<file path="src/hw/rtl/dq_pkg.sv">
// Shared types and constants for the double-ended queue.
// Used by the channel interfaces and by every module of the block but dq_ram.
package dq_pkg;

    localparam int FUNC_W    = 3;
    localparam int DATA_W    = 32;
    localparam int STATUS_W  = 2;
    localparam int DEPTH_DEF = 64;

    // Input function codes
    localparam logic [FUNC_W-1:0] FN_PUSH_FRONT = 3'd0;
    localparam logic [FUNC_W-1:0] FN_PUSH_REAR  = 3'd1;
    localparam logic [FUNC_W-1:0] FN_POP_FRONT  = 3'd2;
    localparam logic [FUNC_W-1:0] FN_POP_REAR   = 3'd3;
    localparam logic [FUNC_W-1:0] FN_LIST       = 3'd4;

    // Result status codes
    localparam logic [STATUS_W-1:0] ST_OK    = 2'd0;
    localparam logic [STATUS_W-1:0] ST_UNDER = 2'd1;
    localparam logic [STATUS_W-1:0] ST_OVER  = 2'd2;
    localparam logic [STATUS_W-1:0] ST_HALT  = 2'd3;

    typedef enum logic [2:0] {
        OP_PUSH_F,
        OP_PUSH_R,
        OP_POP_F,
        OP_POP_R,
        OP_LIST,
        OP_NONE
    } t_op;

    typedef struct packed {
        t_op                      op;
        logic signed [DATA_W-1:0] value;
    } t_cmd;

    typedef struct packed {
        logic [STATUS_W-1:0]      status;
        logic signed [DATA_W-1:0] element;
        logic                     element_valid;
        logic                     last;
    } t_res;

    typedef enum logic {
        BS_IDLE,
        BS_LIST
    } t_bstate;

    // Command queue between front and back
    localparam int CQ_DEPTH = 2;
    localparam int CQ_AW    = 1;
    localparam int CQ_CW    = 2;

endpackage

</file>
<file path="src/hw/rtl/dq_in_if.sv">
// Input channel of the double-ended queue: operation code and push value.
// Depends on dq_pkg for field widths.
interface dq_in_if;
    logic                              valid;
    logic                              ready;
    logic [dq_pkg::FUNC_W-1:0]         func;
    logic signed [dq_pkg::DATA_W-1:0]  value;

    modport source (output valid, func, value, input ready);
    modport sink   (input valid, func, value, output ready);
endinterface

</file>
<file path="src/hw/rtl/dq_out_if.sv">
// Result channel of the double-ended queue: status and listed elements.
// Depends on dq_pkg for field widths.
interface dq_out_if;
    logic                              valid;
    logic                              ready;
    logic [dq_pkg::STATUS_W-1:0]       status;
    logic signed [dq_pkg::DATA_W-1:0]  element;
    logic                              element_valid;
    logic                              last;

    modport source (output valid, status, element, element_valid, last, input ready);
    modport sink   (input valid, status, element, element_valid, last, output ready);
endinterface

</file>
<file path="src/hw/rtl/dq_ram.sv">
// Generic single-write, single-read RAM with registered, enabled read.
// No dependencies.
module dq_ram #(
    parameter int WIDTH = 32,
    parameter int DEPTH = 64
) (
    input  logic                     i_clk,
    input  logic                     i_we,
    input  logic [$clog2(DEPTH)-1:0] i_waddr,
    input  logic [WIDTH-1:0]         i_wdata,
    input  logic                     i_re,
    input  logic [$clog2(DEPTH)-1:0] i_raddr,
    output logic [WIDTH-1:0]         o_rdata
);
    logic [WIDTH-1:0] r_mem [DEPTH];
    logic [WIDTH-1:0] r_rdata;

    always_ff @(posedge i_clk) begin
        if (i_we) begin
            r_mem[i_waddr] <= i_wdata;
        end
        // hold read data while no read is issued
        if (i_re) begin
            r_rdata <= r_mem[i_raddr];
        end
    end

    assign o_rdata = r_rdata;
endmodule

</file>
<file path="src/hw/rtl/dq_front.sv">
// Front end: accepts input transfers, decodes the function code and
// buffers commands in a short queue for the back end. Depends on dq_pkg.
module dq_front (
    input  logic          i_clk,
    input  logic          i_rst_n,
    dq_in_if.sink         i_cmd,
    output logic          o_cmd_valid,
    output dq_pkg::t_cmd  o_cmd,
    input  logic          i_cmd_take
);
    import dq_pkg::*;

    t_cmd             r_slot [CQ_DEPTH];
    logic [CQ_AW-1:0] r_wr_ptr;
    logic [CQ_AW-1:0] r_rd_ptr;
    logic [CQ_CW-1:0] r_fill;
    logic             push;
    logic             pop;
    t_cmd             dec;

    always_comb begin
        dec.value = i_cmd.value;
        case (i_cmd.func)
            FN_PUSH_FRONT: dec.op = OP_PUSH_F;
            FN_PUSH_REAR:  dec.op = OP_PUSH_R;
            FN_POP_FRONT:  dec.op = OP_POP_F;
            FN_POP_REAR:   dec.op = OP_POP_R;
            FN_LIST:       dec.op = OP_LIST;
            default:       dec.op = OP_NONE;
        endcase
    end

    assign i_cmd.ready = (r_fill != CQ_CW'(CQ_DEPTH));
    assign push        = i_cmd.valid && i_cmd.ready;
    assign o_cmd_valid = (r_fill != '0);
    assign pop         = o_cmd_valid && i_cmd_take;
    assign o_cmd       = r_slot[r_rd_ptr];

    always_ff @(posedge i_clk) begin
        if (push) begin
            r_slot[r_wr_ptr] <= dec;
        end
    end

    always_ff @(posedge i_clk) begin
        if (!i_rst_n) begin
            r_wr_ptr <= '0;
            r_rd_ptr <= '0;
            r_fill   <= '0;
        end else begin
            if (push) begin
                r_wr_ptr <= r_wr_ptr + 1'b1;
            end
            if (pop) begin
                r_rd_ptr <= r_rd_ptr + 1'b1;
            end
            case ({push, pop})
                2'b10:   r_fill <= r_fill + 1'b1;
                2'b01:   r_fill <= r_fill - 1'b1;
                default: r_fill <= r_fill;
            endcase
        end
    end
endmodule

</file>
<file path="src/hw/rtl/dq_back.sv">
// Back end: executes queued commands on the ring store, keeps head, count
// and halted state, and drives the registered result channel.
// Depends on dq_pkg and dq_ram.
module dq_back #(
    parameter int DEPTH = dq_pkg::DEPTH_DEF
) (
    input  logic          i_clk,
    input  logic          i_rst_n,
    input  logic          i_cmd_valid,
    input  dq_pkg::t_cmd  i_cmd,
    output logic          o_cmd_take,
    dq_out_if.source      o_res
);
    import dq_pkg::*;

    localparam int AW = (DEPTH > 1) ? $clog2(DEPTH) : 1;
    localparam int CW = $clog2(DEPTH + 1);
    localparam int SW = AW + 1;

    t_bstate           r_state, n_state;
    logic [AW-1:0]     r_head, n_head;
    logic [CW-1:0]     r_count, n_count;
    logic              r_halted, n_halted;
    logic [CW-1:0]     r_rd_idx, n_rd_idx;
    logic              r_pend, n_pend;
    logic              r_pend_last, n_pend_last;
    logic              r_out_valid, n_out_valid;
    t_res              r_out, n_out;

    logic              out_free;
    logic              cmd_take;
    logic              list_load;
    logic              full;
    logic              empty;
    logic              ram_we;
    logic [AW-1:0]     ram_waddr;
    logic              ram_re;
    logic [AW-1:0]     ram_raddr;
    logic [DATA_W-1:0] ram_rdata;
    logic [AW-1:0]     slot_rear;
    logic [AW-1:0]     slot_rd;
    logic [AW-1:0]     head_dec;
    logic [AW-1:0]     head_inc;
    logic [SW-1:0]     sum_rear;
    logic [SW-1:0]     sum_rd;

    // ring position = (head + offset) mod DEPTH, offset at most DEPTH
    always_comb begin
        sum_rear  = SW'(r_head) + SW'(r_count);
        sum_rd    = SW'(r_head) + SW'(r_rd_idx);
        slot_rear = (sum_rear >= SW'(DEPTH)) ? AW'(sum_rear - SW'(DEPTH)) : AW'(sum_rear);
        slot_rd   = (sum_rd >= SW'(DEPTH)) ? AW'(sum_rd - SW'(DEPTH)) : AW'(sum_rd);
        head_dec  = (r_head == '0) ? AW'(DEPTH - 1) : r_head - 1'b1;
        head_inc  = (r_head == AW'(DEPTH - 1)) ? '0 : r_head + 1'b1;
    end

    assign out_free   = !r_out_valid || o_res.ready;
    assign full       = (r_count == CW'(DEPTH));
    assign empty      = (r_count == '0);
    assign cmd_take   = (r_state == BS_IDLE) && i_cmd_valid && out_free;
    assign list_load  = (r_state == BS_LIST) && r_pend && out_free;
    assign o_cmd_take = cmd_take;

    // next state
    always_comb begin
        n_state = r_state;
        case (r_state)
            BS_IDLE: begin
                if (cmd_take && !r_halted && i_cmd.op == OP_LIST && !empty) begin
                    n_state = BS_LIST;
                end
            end
            BS_LIST: begin
                if (list_load && r_pend_last) begin
                    n_state = BS_IDLE;
                end
            end
            default: n_state = BS_IDLE;
        endcase
    end

    // datapath and outputs
    always_comb begin
        n_head      = r_head;
        n_count     = r_count;
        n_halted    = r_halted;
        n_rd_idx    = r_rd_idx;
        n_pend      = r_pend;
        n_pend_last = r_pend_last;
        n_out_valid = r_out_valid && !o_res.ready;
        n_out       = r_out;
        ram_we      = 1'b0;
        ram_waddr   = slot_rear;
        ram_re      = 1'b0;
        ram_raddr   = slot_rd;

        case (r_state)
            BS_IDLE: begin
                if (cmd_take) begin
                    n_out.status        = ST_OK;
                    n_out.element       = '0;
                    n_out.element_valid = 1'b0;
                    n_out.last          = 1'b1;
                    n_out_valid         = 1'b1;
                    if (r_halted) begin
                        n_out.status = ST_HALT;
                    end else begin
                        case (i_cmd.op)
                            OP_PUSH_F, OP_PUSH_R: begin
                                if (full) begin
                                    n_out.status = ST_OVER;
                                end else begin
                                    ram_we  = 1'b1;
                                    n_count = r_count + 1'b1;
                                    if (i_cmd.op == OP_PUSH_F) begin
                                        ram_waddr = head_dec;
                                        n_head    = head_dec;
                                    end
                                end
                            end
                            OP_POP_F, OP_POP_R: begin
                                if (empty) begin
                                    n_out.status = ST_UNDER;
                                    n_halted     = 1'b1;
                                end else begin
                                    n_count = r_count - 1'b1;
                                    if (i_cmd.op == OP_POP_F) begin
                                        n_head = head_inc;
                                    end
                                end
                            end
                            OP_LIST: begin
                                if (!empty) begin
                                    // first read; results come from BS_LIST
                                    n_out_valid = 1'b0;
                                    ram_re      = 1'b1;
                                    ram_raddr   = r_head;
                                    n_rd_idx    = CW'(1);
                                    n_pend      = 1'b1;
                                    n_pend_last = (r_count == CW'(1));
                                end
                            end
                            default: begin
                                // unused code: no result
                                n_out_valid = 1'b0;
                            end
                        endcase
                    end
                end
            end
            BS_LIST: begin
                if (list_load) begin
                    n_out.status        = ST_OK;
                    n_out.element       = ram_rdata;
                    n_out.element_valid = 1'b1;
                    n_out.last          = r_pend_last;
                    n_out_valid         = 1'b1;
                    n_pend              = 1'b0;
                end
                // advance the read stream while the next slot is free
                if (r_rd_idx != r_count && (!r_pend || list_load)) begin
                    ram_re      = 1'b1;
                    n_rd_idx    = r_rd_idx + 1'b1;
                    n_pend      = 1'b1;
                    n_pend_last = (r_rd_idx + 1'b1 == r_count);
                end
            end
            default: begin
                n_pend = 1'b0;
            end
        endcase
    end

    dq_ram #(
        .WIDTH (DATA_W),
        .DEPTH (DEPTH)
    ) u_ram (
        .i_clk   (i_clk),
        .i_we    (ram_we),
        .i_waddr (ram_waddr),
        .i_wdata (i_cmd.value),
        .i_re    (ram_re),
        .i_raddr (ram_raddr),
        .o_rdata (ram_rdata)
    );

    always_ff @(posedge i_clk) begin
        if (!i_rst_n) begin
            r_state     <= BS_IDLE;
            r_head      <= '0;
            r_count     <= '0;
            r_halted    <= 1'b0;
            r_rd_idx    <= '0;
            r_pend      <= 1'b0;
            r_pend_last <= 1'b0;
            r_out_valid <= 1'b0;
        end else begin
            r_state     <= n_state;
            r_head      <= n_head;
            r_count     <= n_count;
            r_halted    <= n_halted;
            r_rd_idx    <= n_rd_idx;
            r_pend      <= n_pend;
            r_pend_last <= n_pend_last;
            r_out_valid <= n_out_valid;
        end
    end

    always_ff @(posedge i_clk) begin
        r_out <= n_out;
    end

    assign o_res.valid         = r_out_valid;
    assign o_res.status        = r_out.status;
    assign o_res.element       = r_out.element;
    assign o_res.element_valid = r_out.element_valid;
    assign o_res.last          = r_out.last;
endmodule

</file>
<file path="src/hw/rtl/double_ended_queue.sv">
// Double-ended queue of signed 32-bit elements in a ring store of DEPTH
// entries. i_cmd carries one operation per transfer (func, value): push
// front, push rear, pop front, pop rear or list. o_res returns status,
// element, element_valid and last; every item that causes results ends
// with last set, unused function codes give no result unless halted.
// A status result passes from the front command queue into the result
// register; the first element of a list comes after the store read.
// Pushes and pops can be taken back to back while o_res accepts results.
// A list reads its elements in turn through the ring store's single
// registered read port; no new command starts until the list is done.
// Full: a push is dropped and reports overflow. A pop of an empty deque
// reports underflow and halts the block: every later item reports halted
// until reset. Reset empties the deque and clears halted; store contents
// are not cleared and need no clearing pass.
// When o_res is stalled the result register holds, the back end stops
// taking commands and the two-entry front queue fills, then drops ready.
// Depends on dq_pkg, dq_in_if, dq_out_if, dq_front, dq_back, dq_ram.
module double_ended_queue #(
    parameter int DEPTH = dq_pkg::DEPTH_DEF
) (
    input  logic       i_clk,
    input  logic       i_rst_n,
    dq_in_if.sink      i_cmd,
    dq_out_if.source   o_res
);
    import dq_pkg::*;

    logic cmd_valid;
    logic cmd_take;
    t_cmd cmd;

    dq_front u_front (
        .i_clk       (i_clk),
        .i_rst_n     (i_rst_n),
        .i_cmd       (i_cmd),
        .o_cmd_valid (cmd_valid),
        .o_cmd       (cmd),
        .i_cmd_take  (cmd_take)
    );

    dq_back #(
        .DEPTH (DEPTH)
    ) u_back (
        .i_clk       (i_clk),
        .i_rst_n     (i_rst_n),
        .i_cmd_valid (cmd_valid),
        .i_cmd       (cmd),
        .o_cmd_take  (cmd_take),
        .o_res       (o_res)
    );
endmodule
</file>
<file path="src/flat_wrapper.sv">
// flat-port wrapper written by rule: the top's interface ports become plain ports
module double_ended_queue_flat import dq_pkg::*;
#(
    parameter int DEPTH = dq_pkg::DEPTH_DEF
)
  (i_clk, i_rst_n, i_cmd_valid, i_cmd_func, i_cmd_value, i_cmd_ready, o_res_valid, o_res_status, o_res_element, o_res_element_valid, o_res_last, o_res_ready);
  dq_in_if i_cmd_i ();
  dq_out_if o_res_i ();
  input  logic i_clk;
  input  logic i_rst_n;
  input wire logic [$bits(i_cmd_i.valid)-1:0] i_cmd_valid;
  input wire logic [$bits(i_cmd_i.func)-1:0] i_cmd_func;
  input wire logic [$bits(i_cmd_i.value)-1:0] i_cmd_value;
  output wire logic [$bits(i_cmd_i.ready)-1:0] i_cmd_ready;
  output wire logic [$bits(o_res_i.valid)-1:0] o_res_valid;
  output wire logic [$bits(o_res_i.status)-1:0] o_res_status;
  output wire logic [$bits(o_res_i.element)-1:0] o_res_element;
  output wire logic [$bits(o_res_i.element_valid)-1:0] o_res_element_valid;
  output wire logic [$bits(o_res_i.last)-1:0] o_res_last;
  input wire logic [$bits(o_res_i.ready)-1:0] o_res_ready;
  assign i_cmd_i.valid = i_cmd_valid;
  assign i_cmd_i.func = i_cmd_func;
  assign i_cmd_i.value = i_cmd_value;
  assign i_cmd_ready = i_cmd_i.ready;
  assign o_res_valid = o_res_i.valid;
  assign o_res_status = o_res_i.status;
  assign o_res_element = o_res_i.element;
  assign o_res_element_valid = o_res_i.element_valid;
  assign o_res_last = o_res_i.last;
  assign o_res_i.ready = o_res_ready;
  double_ended_queue #(.DEPTH(DEPTH)) u_core (.i_clk(i_clk), .i_rst_n(i_rst_n), .i_cmd(i_cmd_i), .o_res(o_res_i));
endmodule
</file>
<file path="config.mk">
export PLATFORM = sky130hd
export DESIGN_NAME = double_ended_queue_flat
export DESIGN_NICKNAME = d
export VERILOG_FILES = /design/src/hw/rtl/dq_pkg.sv /design/src/hw/rtl/dq_in_if.sv /design/src/hw/rtl/dq_out_if.sv /design/src/hw/rtl/dq_ram.sv /design/src/hw/rtl/dq_front.sv /design/src/hw/rtl/dq_back.sv /design/src/hw/rtl/double_ended_queue.sv /design/src/flat_wrapper.sv
export SDC_FILE = /design/constraint.sdc
export NUM_CORES = 2
export LEC_CHECK = 0
export ABC_AREA = 1
export BUFFER_PORTS_ARGS = -buffer_cell sky130_fd_sc_hd__buf_4
export CAP_MARGIN = 25
export CORE_AREA = 2 2 494 496
export DETAILED_ROUTE_END_ITERATION = 8
export DIE_AREA = 0 0 496 498
export HOLD_SLACK_MARGIN = 0.12
export PLACE_DENSITY_LB_ADDON = 0.05
export REMOVE_ABC_BUFFERS = 1
export SYNTH_ARGS = -nofsm -noshare
export SYNTH_HDL_FRONTEND = slang
export SYNTH_SLANG_ARGS = --single-unit
</file>
<file path="constraint.sdc">
create_clock -name i_clk -period 8.3 [get_ports i_clk]
set_input_delay 0.83 -clock i_clk [delete_from_list [all_inputs] [get_ports i_clk]]
set_output_delay 0.83 -clock i_clk [all_outputs]
set_load 0.02 [all_outputs]
</file>
==> results.txt <==
The share of the synthesized area in the top cell type is 68.3%. Synthesis instantiated 42 different standard cells from the library. The number of synthesized register bits came out at 2,216. The half-perimeter wire length of the detailed placement result came out at 166,000 um.

The average wire per standard cell is 25.4 um. The number of sinks handled by clock tree synthesis is 2,216. Setup repair after global routing left no endpoint under its margin. The maximum buffer depth of the clock tree came out at 4. The root cell of the clock tree is sky130_fd_sc_hd__clkbuf_16. The number of synthesized flops with an enable pin came out at 2,186. The number of failing setup endpoints in the final timing report is 0. Walking the worst path, the cells encountered are buf_4 > inv_4 > nand2_1 > nand2_2 > nand2_2 > nor2_4 > nand2_4 > nand2_4 > nand2_8 > buf_12 > buf_4 > nand2_1 > nand3_1 > nand3_1 > nand3_1 > nand3_1 > nand3_1 > nand2_1. After clock tree synthesis, the clock-pin slew on the worst setup and hold paths is 0.06 ns.

The leading area contributor after synthesis is sky130_fd_sc_hd__edfxtp_1. The number of antenna violations at the first check in global routing came out at 23. The boundary pin count came out at 77. The initial cell density of the core is 39.7%. The share of the clock period used by the worst path came out at 60.1%. The storage element area is 66,200 um2. The run finished with clean final reports. Counting the fill cells in the layout gives 22,663. For met2 alone, demand over resource in global routing was 41.8%. The total routing usage reported by global routing came out at 25.8%. The number of placement rows came out at 181.

The critical path's largest stage delay came out at 0.64 ns. The worst pin sits at a relative slew slack of 29.9%. The number of synthesis warnings came out at 0.

The later pin in the worst-skew pair is clocked with a latency of 0.93 ns. The area growth from synthesis to layout is 13.3%. The number of hold violations in the final report is 0. Wires add up to 321,000 um. The height of the die came out at 498 um. The arrival time reported for the critical path endpoint came out at 5.65 ns.

The worst setup path is launched from a flop. TritonCTS created 274 clock buffers. The total power draw came out at 39.8 mW. The maximum clock frequency came out at 200 MHz. The first detailed-routing pass ran for 5 iterations. In the routed design, unresolved DRC markers number 0. In the final layout, the multi-input gates occupy 21,500 um2.

At the pin with the least slew margin, the transition time is 1.05 ns. The post-layout worst setup margin is 3.31 ns. The number of max-cap violations came out at 0. The post-layout minimum cycle time is 4.99 ns. The type of the tightest min-delay check is in -> reg. Among all flip-flop cells after synthesis, the most frequent one is sky130_fd_sc_hd__edfxtp_1. The number of pins exceeding their max-slew limit in the final report is 0. STA classifies the critical path endpoint as a flop. The CTS tree is built. The leakage power is 45.1 nW. The global-route wire length before repair is 458,000 um. IR analysis of the VDD net gives a maximum drop of 284 uV. By area the synthesized netlist is led by sky130_fd_sc_hd__edfxtp_1 68%, sky130_fd_sc_hd__nand2_1 10%, sky130_fd_sc_hd__nand3_1 9.9%, sky130_fd_sc_hd__inv_1 6.8%, sky130_fd_sc_hd__buf_2 1.8%. The die area is 247,000 um2. At the worst endpoint, the required time is 8.96 ns. The power density over the cells came out at 366 nW/um2. The residual antenna-violating net count after detailed routing is 0. In this run the most used layer during global routing was met2. The synthesized area divided by synthesized cell count is 10.5 um2. The met1 track demand over resource came out at 36.1%. The maximum number of pins on one net before global-route repair came out at 182. The via count of the first global-routing pass came out at 62,068. The met3 usage is 3.71%.

The cell area after technology mapping is 96,100 um2. The library cell appearing most often on the critical path is sky130_fd_sc_hd__nand3_1. The detailed router finished its first iteration with 6,338 violations. Synthesis produced 9,185 cells. The die width came out at 496 um. The via density per instance is 5.12.

By instance count, the leading cell after synthesis is sky130_fd_sc_hd__nand2_1. The number of H-tree levels came out at 5. Counting flops with an async set or reset pin after synthesis yields a share of 0%. The sequential-to-total area share from yosys stat came out at 68.9%.

The total congestion overflow came out at 0. The total number of vias came out at 64,847. The core area is 242,000 um2. The maximum net fanout on the critical path is 85. The commonest cells after synthesis are 2,598 x sky130_fd_sc_hd__nand2_1, 2,186 x sky130_fd_sc_hd__edfxtp_1, 1,893 x sky130_fd_sc_hd__nand3_1. The critical path is of the reg -> reg type. Across the routed clock network, the largest skew measured is 0.0543 ns. The slowest stage of the critical path belongs to the cell sky130_fd_sc_hd__nand2_8. In this run the tool buffered the top-level ports with 76 buffer cells. OpenSTA, run right after detailed placement, puts the worst setup slack at 3.21 ns. In the final layout, the share of cells above drive strength 1 is 7.46%. The last weighted congestion value of the routability-driven placer is 0.828. The net count of the finished layout is 9,339.
## sequential cells by signal, indices dropped and copies added (netlist names), named ones only
signal	cells
u_core.u_back.o_res.element	32
u_core.u_back.o_res.element_valid	1
u_core.u_back.o_res.last	1
u_core.u_back.o_res.status	2
u_core.u_back.o_res.valid	1
u_core.u_back.r_count	7
u_core.u_back.r_halted	1
u_core.u_back.r_head	6
u_core.u_back.r_pend	1
u_core.u_back.r_pend_last	1
u_core.u_back.r_rd_idx	7
u_core.u_back.r_state	1
u_core.u_back.u_ram.o_rdata	32
u_core.u_back.u_ram.r_mem	2048
u_core.u_front.r_fill	2
u_core.u_front.r_rd_ptr	1
u_core.u_front.r_slot	70
u_core.u_front.r_wr_ptr	1
## path summary, 6_finish.rpt
path	slack [ns]	endpoint	cells past startpoint	start
min	0.23	u_core.u_front.r_wr_ptr$_SDFFE_PN0P_	3	i_cmd_valid
max reg2reg	3.31	u_core.u_back.u_ram.o_rdata[25]$_DFFE_PP_	18	flop
min reg2reg	0.50	u_core.u_front.r_fill[1]$_SDFFE_PN0P_	2	u_core.u_front.r_fill[1]$_SDFFE_PN0P_
max	3.31	u_core.u_back.u_ram.o_rdata[25]$_DFFE_PP_	18	flop
## critical path, delay by kind of cell (launching register included)
family | cells | cell delay, ns
DFF | 1 | 0.36
buffers and inverters | 4 | 1.52
and+or+nand+nor | 14 | 2.64
## where the power goes
part | leakage, nW | switching, mW | internal [mW]
combinational | 21.2 | 11.4 | 3.46
sequential | 20.0 | 0.192 | 13.8
clock | 3.85 | 4.54 | 6.35
## repair_timing
action,4_1_cts,5_1_grt
hold buffers,33,0
buffers inserted,0,0
gates resized for setup,0,0
endpoints found under the hold margin,66,0
## stage by stage
| step | setup TNS (ns) | hold WS (ns) | cells | area (um2) | util [%] |
|---|---|---|---|---|---|
| CTS | 0 | 0.171 | 12649 | 109000 | 45.0 |
| floorplan | -292.60 | 0.458 | 8719 | 93600 | - |
| global placement | 0 | 0.478 | 12171 | 101000 | 41.6 |
| global route | 0 | 0.209 | 12652 | 109000 | 45.0 |
| detailed placement | 0 | 0.489 | 12171 | 101000 | 41.6 |
| finish | 0 | 0.233 | 12655 | 109000 | 45.0 |
## area by class of cell
type	instances	share of cell area [%]
clock buffers	360	6.82
repair buffers	284	2.40
flip-flops and latches	2216	60.8
inverters	1744	6.03
multi-input cells	4759	19.8
clock inverters	85	0.439
well taps	3202	3.68
diodes	5	0.0115
## cells in the final DEF, fill, tap and decap left out, drive strengths merged
master,synthesis,final
dfxtp,30,30
and3,1,1
nor2,101,101
o21ba,1,1
a211oi,2,2
dlygate4sd3,0,33
bufinv,0,4
nor4,3,3
nand4,4,4
a21o,2,2
fa,2,2
o21ai,37,37
o211ai,1,1
clkinv,3,80
a21oi,33,33
o21a,3,3
nand3b,1,1
a31oi,6,6
edfxtp,2186,2186
or2,4,4
nand2,2605,2605
o21bai,1,1
xnor2,9,9
buf,423,251
clkinvlp,0,2
ha,19,19
diode,0,5
nand3,1895,1895
xor2,14,14
inv,1741,1743
nor3,13,13
clkbuf,43,360
a41oi,2,2
## per-layer routing
layer  vias to the layer above  part of all wire [%]
li1                      30093                     -
met1                     32243                    44
met3                       428                   5.8
met4                         2                   2.7
met2                      2081                    47
met5                         -                0.0053
## logic make-up after synthesis
kind of cell,Yosys count,synth area share (%)
simple gates,4627,20.7
flops,2216,68.9
buf+inv,2210,9.40
compound gates,88,0.530
xor+xnor,23,0.210
fa+ha+maj,21,0.289
(Power assumes the default switching activity.)
